**config.mk**
```make
export PLATFORM = sky130hd
export DESIGN_NAME = tcw_sequencer
export DESIGN_NICKNAME = d
export VERILOG_FILES = /design/src/hw/rtl/tcw_pkg.sv /design/src/hw/rtl/tcw_sequencer.sv
export SDC_FILE = /design/constraint.sdc
export NUM_CORES = 1
export LEC_CHECK = 0
export ABC_AREA = 1
export BUFFER_PORTS_ARGS = -buffer_cell sky130_fd_sc_hd__buf_2
export CAP_MARGIN = 30
export CORE_ASPECT_RATIO = 1.5
export CORE_MARGIN = 2
export CORE_UTILIZATION = 50
export DETAILED_ROUTE_END_ITERATION = 6
export GPL_TIMING_DRIVEN = 1
export MAX_ROUTING_LAYER = met4
export PLACE_DENSITY = 0.86
export SLEW_MARGIN = 30
export SYNTH_ARGS = -nofsm -noshare
export SYNTH_HDL_FRONTEND = slang
export SYNTH_SLANG_ARGS = --single-unit
```
**constraint.sdc**
```tcl
create_clock -name clock -period 4.8 [get_ports clock]
set_input_delay 0.72 -clock clock [delete_from_list [all_inputs] [get_ports clock]]
set_output_delay 0.72 -clock clock [all_outputs]
set_load 0.01 [all_outputs]
```
**src/hw/rtl/tcw_pkg.sv**
```systemverilog
// Shared types, constants and helpers for the text console writer.
// Used by tcw_cell_ram, tcw_sequencer and text_console_writer; no dependencies.
`timescale 1ns / 1ps

package tcw_pkg;

   // Screen geometry
   localparam int COLUMNS = 80;
   localparam int ROWS    = 25;
   localparam int CELLS   = COLUMNS * ROWS;

   // Field widths (row holds ROWS itself while a scroll is pending)
   localparam int ROW_W  = $clog2(ROWS + 1);
   localparam int COL_W  = $clog2(COLUMNS);
   localparam int CELL_W = $clog2(CELLS);
   localparam int IDX_W  = 11;
   localparam int DATA_W = 16;

   // Character codes
   localparam logic [7:0] CH_NEWLINE   = 8'd10;
   localparam logic [7:0] CH_BACKSPACE = 8'd8;

   // Request kinds
   localparam logic [1:0] FUNC_PUT   = 2'd0;
   localparam logic [1:0] FUNC_READ  = 2'd1;
   localparam logic [1:0] FUNC_CLEAR = 2'd2;

   typedef enum logic [2:0] {
      ST_CLEAR,
      ST_IDLE,
      ST_SCROLL,
      ST_SCROLL_LAST,
      ST_SCROLL_CLR,
      ST_PUT,
      ST_READ,
      ST_DONE
   } state_type;

   // One accepted request
   typedef struct packed {
      logic [1:0]       func;
      logic [7:0]       char_code;
      logic [7:0]       attribute;
      logic [IDX_W-1:0] cell_index;
   } req_type;

   // One result
   typedef struct packed {
      logic [7:0]       read_char;
      logic [7:0]       read_attribute;
      logic [ROW_W-1:0] cursor_row;
      logic [COL_W-1:0] cursor_column;
      logic             scrolled;
   } rsp_type;

   // Cell store access: one write and one read address
   typedef struct packed {
      logic              we;
      logic [CELL_W-1:0] waddr;
      logic [DATA_W-1:0] wdata;
      logic [CELL_W-1:0] raddr;
   } mem_req_type;

   // Linear cell address of (row, column)
   function automatic logic [CELL_W-1:0] cell_addr(input logic [ROW_W-1:0] row,
                                                  input logic [COL_W-1:0] col);
      cell_addr = CELL_W'(int'(row) * COLUMNS + int'(col));
   endfunction

endpackage

```
**src/hw/rtl/tcw_sequencer.sv**
```systemverilog
// Sequencer for the console: cursor state, scroll copy, clear sweep and cell
// read/write; the scroll copy and the clear sweeps share one cell counter. Depends on tcw_pkg.
`timescale 1ns / 1ps

module tcw_sequencer
   import tcw_pkg::*;
(
   input  logic                clock,
   input  logic                reset,
   input  logic                req_valid,
   output logic                req_ready,
   input  req_type             req,
   output mem_req_type         mem_req,
   input  logic [DATA_W-1:0]   rd_data,
   output logic                res_valid,
   input  logic                res_ready,
   output rsp_type             res
);

   localparam logic [CELL_W-1:0] LAST_CELL   = CELL_W'(CELLS - 1);
   localparam logic [CELL_W-1:0] COPY_LAST   = CELL_W'(CELLS - COLUMNS - 1);
   localparam logic [CELL_W-1:0] ROW_OFFSET  = CELL_W'(COLUMNS);
   localparam logic [CELL_W-1:0] LAST_ROW_AT = CELL_W'(CELLS - COLUMNS);
   localparam logic [ROW_W-1:0]  ROW_PEND    = ROW_W'(ROWS);
   localparam logic [ROW_W-1:0]  ROW_LAST    = ROW_W'(ROWS - 1);
   localparam logic [COL_W-1:0]  COL_LAST    = COL_W'(COLUMNS - 1);

   state_type          state_ff, state_in;
   logic [CELL_W-1:0]  cnt_ff, cnt_in;
   logic [CELL_W-1:0]  wptr_ff, wptr_in;
   logic [ROW_W-1:0]   row_ff, row_in;
   logic [COL_W-1:0]   col_ff, col_in;
   logic               scr_ff, scr_in;
   logic               clr_rsp_ff, clr_rsp_in;
   logic               zero_ff, zero_in;
   logic [7:0]         ch_ff, ch_in;
   logic [7:0]         attr_ff, attr_in;
   logic [DATA_W-1:0]  rd_ff, rd_in;
   logic [CELL_W-1:0]  cnt_next;
   logic [ROW_W-1:0]   bs_row;
   logic [COL_W-1:0]   bs_col;

   // shared counter step
   assign cnt_next = cnt_ff + 1'b1;

   // backspace target
   always_comb begin
      if (col_ff == '0) begin
         bs_row = row_ff - 1'b1;
         bs_col = COL_LAST;
      end else begin
         bs_row = row_ff;
         bs_col = col_ff - 1'b1;
      end
   end

   // state register
   always_ff @(posedge clock) begin
      if (reset) begin
         state_ff   <= ST_CLEAR;
         cnt_ff     <= '0;
         row_ff     <= '0;
         col_ff     <= '0;
         scr_ff     <= 1'b0;
         clr_rsp_ff <= 1'b0;
      end else begin
         state_ff   <= state_in;
         cnt_ff     <= cnt_in;
         row_ff     <= row_in;
         col_ff     <= col_in;
         scr_ff     <= scr_in;
         clr_rsp_ff <= clr_rsp_in;
      end
   end

   // payload registers
   always_ff @(posedge clock) begin
      wptr_ff <= wptr_in;
      zero_ff <= zero_in;
      ch_ff   <= ch_in;
      attr_ff <= attr_in;
      rd_ff   <= rd_in;
   end

   // next state and outputs
   always_comb begin
      state_in      = state_ff;
      cnt_in        = cnt_ff;
      wptr_in       = wptr_ff;
      row_in        = row_ff;
      col_in        = col_ff;
      scr_in        = scr_ff;
      clr_rsp_in    = clr_rsp_ff;
      zero_in       = zero_ff;
      ch_in         = ch_ff;
      attr_in       = attr_ff;
      rd_in         = rd_ff;
      mem_req       = '0;
      req_ready     = 1'b0;
      res_valid     = 1'b0;

      unique case (state_ff)
         // zero sweep after reset or on a clear request
         ST_CLEAR: begin
            mem_req.we    = 1'b1;
            mem_req.waddr = cnt_ff;
            cnt_in        = cnt_next;
            if (cnt_ff == LAST_CELL) begin
               cnt_in   = '0;
               state_in = clr_rsp_ff ? ST_DONE : ST_IDLE;
            end
         end

         ST_IDLE: begin
            req_ready     = 1'b1;
            mem_req.raddr = (req.cell_index < IDX_W'(CELLS)) ?
                            CELL_W'(req.cell_index) : '0;
            if (req_valid) begin
               ch_in   = req.char_code;
               attr_in = req.attribute;
               zero_in = !(req.cell_index < IDX_W'(CELLS));
               rd_in   = '0;
               scr_in  = 1'b0;
               cnt_in  = '0;
               unique case (req.func)
                  FUNC_PUT:   state_in = (row_ff == ROW_PEND) ? ST_SCROLL : ST_PUT;
                  FUNC_READ:  state_in = ST_READ;
                  FUNC_CLEAR: begin
                     row_in     = '0;
                     col_in     = '0;
                     clr_rsp_in = 1'b1;
                     state_in   = ST_CLEAR;
                  end
                  default:    state_in = ST_DONE;
               endcase
            end
         end

         // copy cell i+COLUMNS to cell i, read and write overlapped
         ST_SCROLL: begin
            mem_req.raddr = cnt_ff + ROW_OFFSET;
            mem_req.we    = (cnt_ff != '0);
            mem_req.waddr = wptr_ff;
            mem_req.wdata = rd_data;
            wptr_in       = cnt_ff;
            cnt_in        = cnt_next;
            if (cnt_ff == COPY_LAST) begin
               state_in = ST_SCROLL_LAST;
            end
         end

         ST_SCROLL_LAST: begin
            mem_req.we    = 1'b1;
            mem_req.waddr = wptr_ff;
            mem_req.wdata = rd_data;
            cnt_in        = LAST_ROW_AT;
            state_in      = ST_SCROLL_CLR;
         end

         // blank the bottom row
         ST_SCROLL_CLR: begin
            mem_req.we    = 1'b1;
            mem_req.waddr = cnt_ff;
            cnt_in        = cnt_next;
            if (cnt_ff == LAST_CELL) begin
               cnt_in   = '0;
               row_in   = ROW_LAST;
               scr_in   = 1'b1;
               state_in = ST_PUT;
            end
         end

         // at most one cell write, and the cursor update
         ST_PUT: begin
            state_in = ST_DONE;
            if (ch_ff == CH_NEWLINE) begin
               col_in = '0;
               row_in = row_ff + 1'b1;
            end else if (ch_ff == CH_BACKSPACE) begin
               if (!(col_ff == '0 && row_ff == '0)) begin
                  row_in        = bs_row;
                  col_in        = bs_col;
                  mem_req.we    = 1'b1;
                  mem_req.waddr = cell_addr(bs_row, bs_col);
               end
            end else begin
               mem_req.we    = 1'b1;
               mem_req.waddr = cell_addr(row_ff, col_ff);
               mem_req.wdata = {attr_ff, ch_ff};
               if (col_ff == COL_LAST) begin
                  col_in = '0;
                  row_in = row_ff + 1'b1;
               end else begin
                  col_in = col_ff + 1'b1;
               end
            end
         end

         // read data is back from the store
         ST_READ: begin
            rd_in    = zero_ff ? '0 : rd_data;
            state_in = ST_DONE;
         end

         // hand the result to the output stage
         ST_DONE: begin
            res_valid = 1'b1;
            if (res_ready) begin
               clr_rsp_in = 1'b0;
               state_in   = ST_IDLE;
            end
         end

         default: state_in = ST_IDLE;
      endcase
   end

   assign res.read_char      = rd_ff[7:0];
   assign res.read_attribute = rd_ff[15:8];
   assign res.cursor_row     = row_ff;
   assign res.cursor_column  = col_ff;
   assign res.scrolled       = scr_ff;

endmodule

```
=== Word level (Yosys, flattened, before mapping) ===
Index checks and enable logic that the tools add are counted.
W data, S select, Z words.

* Add/sub/neg operators: 8
* Order comparisons: 1
* Multipliers: 2
* Div/mod/pow operators: 0
* Equality and inequality tests: 23
* Reductions and logical operators: 24
* Muxes and demuxes: 49
* Shifts and indexed selects: 0
* Bitwise logic cells: 0

{| class="wikitable"
|+ Operator list
! kind !! count
|-
| $pmux W16 S2 || 2
|-
| $mux W7 || 7
|-
| $mux W16 || 3
|-
| $pmux W12 S4 || 1
|-
| $pmux W11 S4 || 1
|-
| $mux W5 || 8
|-
| $mux W11 || 3
|-
| $mux W28 || 1
|-
| $mux W12 || 2
|-
| $add A11 B7 Y11 || 2
|-
| $eq A11 B11 Y1 const B || 2
|-
| $pmux W11 S2 || 1
|-
| $mux W3 || 7
|-
| $pmux W3 S7 || 1
|-
| $eq A8 B4 Y1 const B || 2
|-
| $pmux W5 S3 || 1
|-
| $mul A5 B3 Y7 const B || 2
|-
| $pmux W7 S2 || 1
|-
| $eq A3 B3 Y1 const B || 4
|-
| $add A11 B1 Y11 const B || 1
|-
| $add A11 B7 Y11 const B || 1
|-
| $lt A11 B11 Y1 const B || 1
|-
| $reduce_bool A11 Y1 || 1
|-
| $ne A2 B2 Y1 const B || 5
|-
| 30 further kinds || 47
|}

* Bits of input ports: 49
* Memory bits (read-only): 0
* Memory bits (writable): 0
* Logic and storage cells: 118
* Bits in latches: 0
* Output and inout bits: 70
* Bits in registers: 72
* Memories: 0

=== Depth between registers and ports, before layout ===
* Word-level depth: 8
* Mapped depth: 21
* Mapped depth without buffers: 21

=== Worst setup path after synthesis ===
OpenSTA, ideal clock, no wires.

* Path type: register to output
* From: register col_ff[0]
* To: output port mem_req[37] (netlist bit)
* Path buffers: 0
* Stages on the path, launching flop included: 21
* Data arrival time: 2.909 ns
* Path slack: 1.171 ns
* Data required time: 4.080 ns
* Path through: dfxtp_1 -> inv_1 -> ha_1 -> inv_1 -> nor2_2 -> nand3_4 -> inv_2 -> nand2_1 -> xor2_1 -> inv_1 -> ha_1 -> inv_1 -> fa_1 -> xnor2_1 -> nand3b_1 -> xor2_1 -> inv_1 -> nand2_1 -> nand3_1 -> nand2_1 -> nand2_1

{| class="wikitable"
|+ RTL lines
! element !! RTL line !! source
|-
| from (decl) || tcw_sequencer.sv:32 || <nowiki>logic [COL_W-1:0] col_ff, col_in;</nowiki>
|-
| from (signal assigned) || tcw_sequencer.sv:70 || <nowiki>col_ff <= col_in;</nowiki>
|-
| to (decl) || tcw_sequencer.sv:13 || <nowiki>output mem_req_type mem_req,</nowiki>
|}

==> impl_metrics.ini <==
[clock_tree]
clock-sinks = 72
post-cts-setup-buffers = 0
cts_resized = 0
cts_root_buffer = clkbuf_16
postCtsHoldBufs = 0
tritoncts = yes
clkSlewWorstSetupHoldPaths_ns = 0.06
ctsHtreeMaxLevel = 3
clock_tree.buffer_depth = 2
clk-insertion-delay-late_ns = 0.33
cts_made_buffers = 9

[floorplanning]
core_area_mm2 = 0.01013
die_y_um = 129.3
start_util_pct = 51.62
die-area_mm2 = 0.01131
die_w_um = 87.52
rows = 45
io_pins = 119

[worst_setup_path]
critPathCaptureType = primary output
worstPathRequired_ns = 4.08
r2r-start = ch_ff[2]
cp.depth = 21
worst_r2r_path_depth = 8
cp_slowest_cell = fa_1
worst-path-buf-inv = 7
crit_path_start_kind = register
cp.arrival_ns = 3.70
path_class = register to primary output
crit_path_max_fanout = 8
worstPathCellList = inv_1 > ha_1 > inv_1 > nor2_2 > nand3_4 > inv_2 > nand2_1 > xor2_1 > inv_1 > ha_1 > inv_1 > fa_1 > xnor2_1 > nand3b_1 > xor2_1 > inv_1 > nand2_1 > nand3_1 > nand2_1 > nand2_1 > buf_2
crit_top_cell = inv_1
cpLargestDelayFamily = adder cells
cp_slowest_stage_delay_ns = 0.43
crit_start = col_ff[0]

[sta]
setup_viol = 0
slew_viol_final = 0
finalCritPeriodShare_pct = 92.13
worst_pin_slew_ns = 0.7596
whs_ns = 0.4921
rsz0062_at_grt = no
slew_headroom_pct = 49.17
fin_skew_ns = 0.004909
hold_viol = 0
max_freq_ghz = 0.2261
fin_setup_tns_ns = 0
finalCriticalPeriod_ns = 4.422

[cells_and_area]
final_common_cell = nand2_1
area_growth_syn_to_layout_pct = 17.36
final_cells = 914
diodes = 0
stdcell_area_mm2 = 0.006140
finalCoreUtilization_pct = 60.58
nets = 873
drive_gt1_share_pct = 23.09
fill_cells = 915
most-common-layout-cells = nand2_1, buf_2, inv_1

[placed_design]
post_dp_cell_area_mm2 = 0.005861
dp.cells = 897
dp_hpwl_um = 10910
numPortBuffers = 118
gp_congestion = 0.9673

[logic_synthesis]
synthArstFlopShare_pct = 0
synthCells = 679
synth_warnings = 0
ys_types = 45
synth_nets = 760
yosysSeqAreaShare_pct = 35.97
ys_ff_latch = 72
synthFlopType = edfxtp_1
synth-edff-count = 44
synth_area_mm2 = 0.005231
synth.avg_cell_area_um2 = 7.704

[min_path]
hold_class = register to register
whs_path_depth = 2
holdCritStartpoint = clr_rsp_ff

[detailed_routing]
totalWireLength_um = 14110
via_count = 5050
drt-wirelength-per-cell_um = 15.44
drtIter0Drc = 375
viasPerCell = 5.525
ant_nets = 0
firstDrtPassIters = 5
remaining_drc_errors = 0

[run]
maxCapViolCount = 0

[global_routing]
grt_max_degree = 26
overflow = 0
grtUsageTotal_pct = 26.76
antenna_found_initial = 0
grt_pass1_wl_um = 22890
grt_pass1_vias = 4839

[pwr]
powerDensity_mw_per_mm2 = 414.3
ir_worst_vdd_mv = 0.2898
power.static_leakage_uw = 0.002968

[outcome]
status = complete, no violations
## tightest hold or removal path, cell delays in order (launching register included)
cell	delay, ns
dfxtp_1	0.29
inv_1	0.07
a221oi_1	0.07
## where the power goes
part           switching [uW]  leakage (uW)  total (uW)  internal, uW
clock                     264      0.000129         616           351
combinational             677       0.00220        1110           437
sequential               60.6      0.000634         814           753
## cells in the mapped netlist (4+ instances only)
library cell,n,area [um2]
o21ai_0,45,225.2
inv_2,5,18.77
a21oi_2,7,61.31
clkbuf_1,4,15.01
buf_2,8,40.04
fa_1,4,80.08
nor3_1,7,35.03
xnor2_1,6,52.55
a21oi_1,25,125.1
nor2_4,7,78.83
dfxtp_1,28,560.5
nand3_4,4,70.07
nand2_2,7,43.79
buf_6,4,45.04
nor2_1,59,221.5
edfxtp_1,44,1321
nand3_1,68,340.3
o22ai_1,8,50.05
nand2_1,148,555.5
ha_1,28,350.3
o211ai_1,13,97.59
inv_1,98,367.9
nand3b_1,4,30.03
xor2_1,10,87.58
## registers in the layout (all words and copies together) (netlist names)
name / cells
rd_ff: 16
cnt_ff: 11
wptr_ff: 11
attr_ff: 8
ch_ff: 8
col_ff: 7
row_ff: 5
state_ff: 3
clr_rsp_ff: 1
scr_ff: 1
zero_ff: 1
## stage by stage
step | setup slack, ns | power [uW]
after floorplan | 1.171 | 1647
after CTS | 0.4385 | 2544
after detailed placement | 0.8376 | 1921
after global routing | 0.1260 | 2731
final | 0.3776 | 2544
after global placement | 0.9153 | 1908
## layer usage
metal | GRT usage, % | wire length, um
met5 | - | 0
met4 | 12.76 | 548
met3 | 3.758 | 687
met2 | 45.37 | 7260
met1 | 30.74 | 5616
## logic make-up (layout without fill, tap and decap cells)
family          after synthesis  in the layout  share of synthesized area (%)
simple gates                320            320                          29.51
buf+inv                     125            243                          10.05
compound gates              114            114                          13.56
flops                        72             72                          35.97
fa+ha+maj                    32             32                          8.228
xor+xnor                     16             16                          2.679
## layout make-up
| class | instances | area [um2] | share of cell area, % |
|---|---|---|---|
| Inverter | 106 | 402.9 | 6.562 |
| Timing Repair Buffer | 121 | 613.1 | 9.986 |
| Clock inverter | 6 | 42.54 | 0.6929 |
| Tap cell | 117 | 146.4 | 2.384 |
| Multi-Input combinational cell | 482 | 2824 | 46.00 |
| Clock buffer | 10 | 229.0 | 3.729 |
| Sequential cell | 72 | 1882 | 30.65 |
## final timing paths
kind / end / slack [ns]
max: mem_req[37] / 0.38
min: clr_rsp_ff / 0.49
max reg2reg: col_ff[3] / 2.65
min reg2reg: clr_rsp_ff / 0.49
No activity file was read; power rests on OpenSTA's default activity.
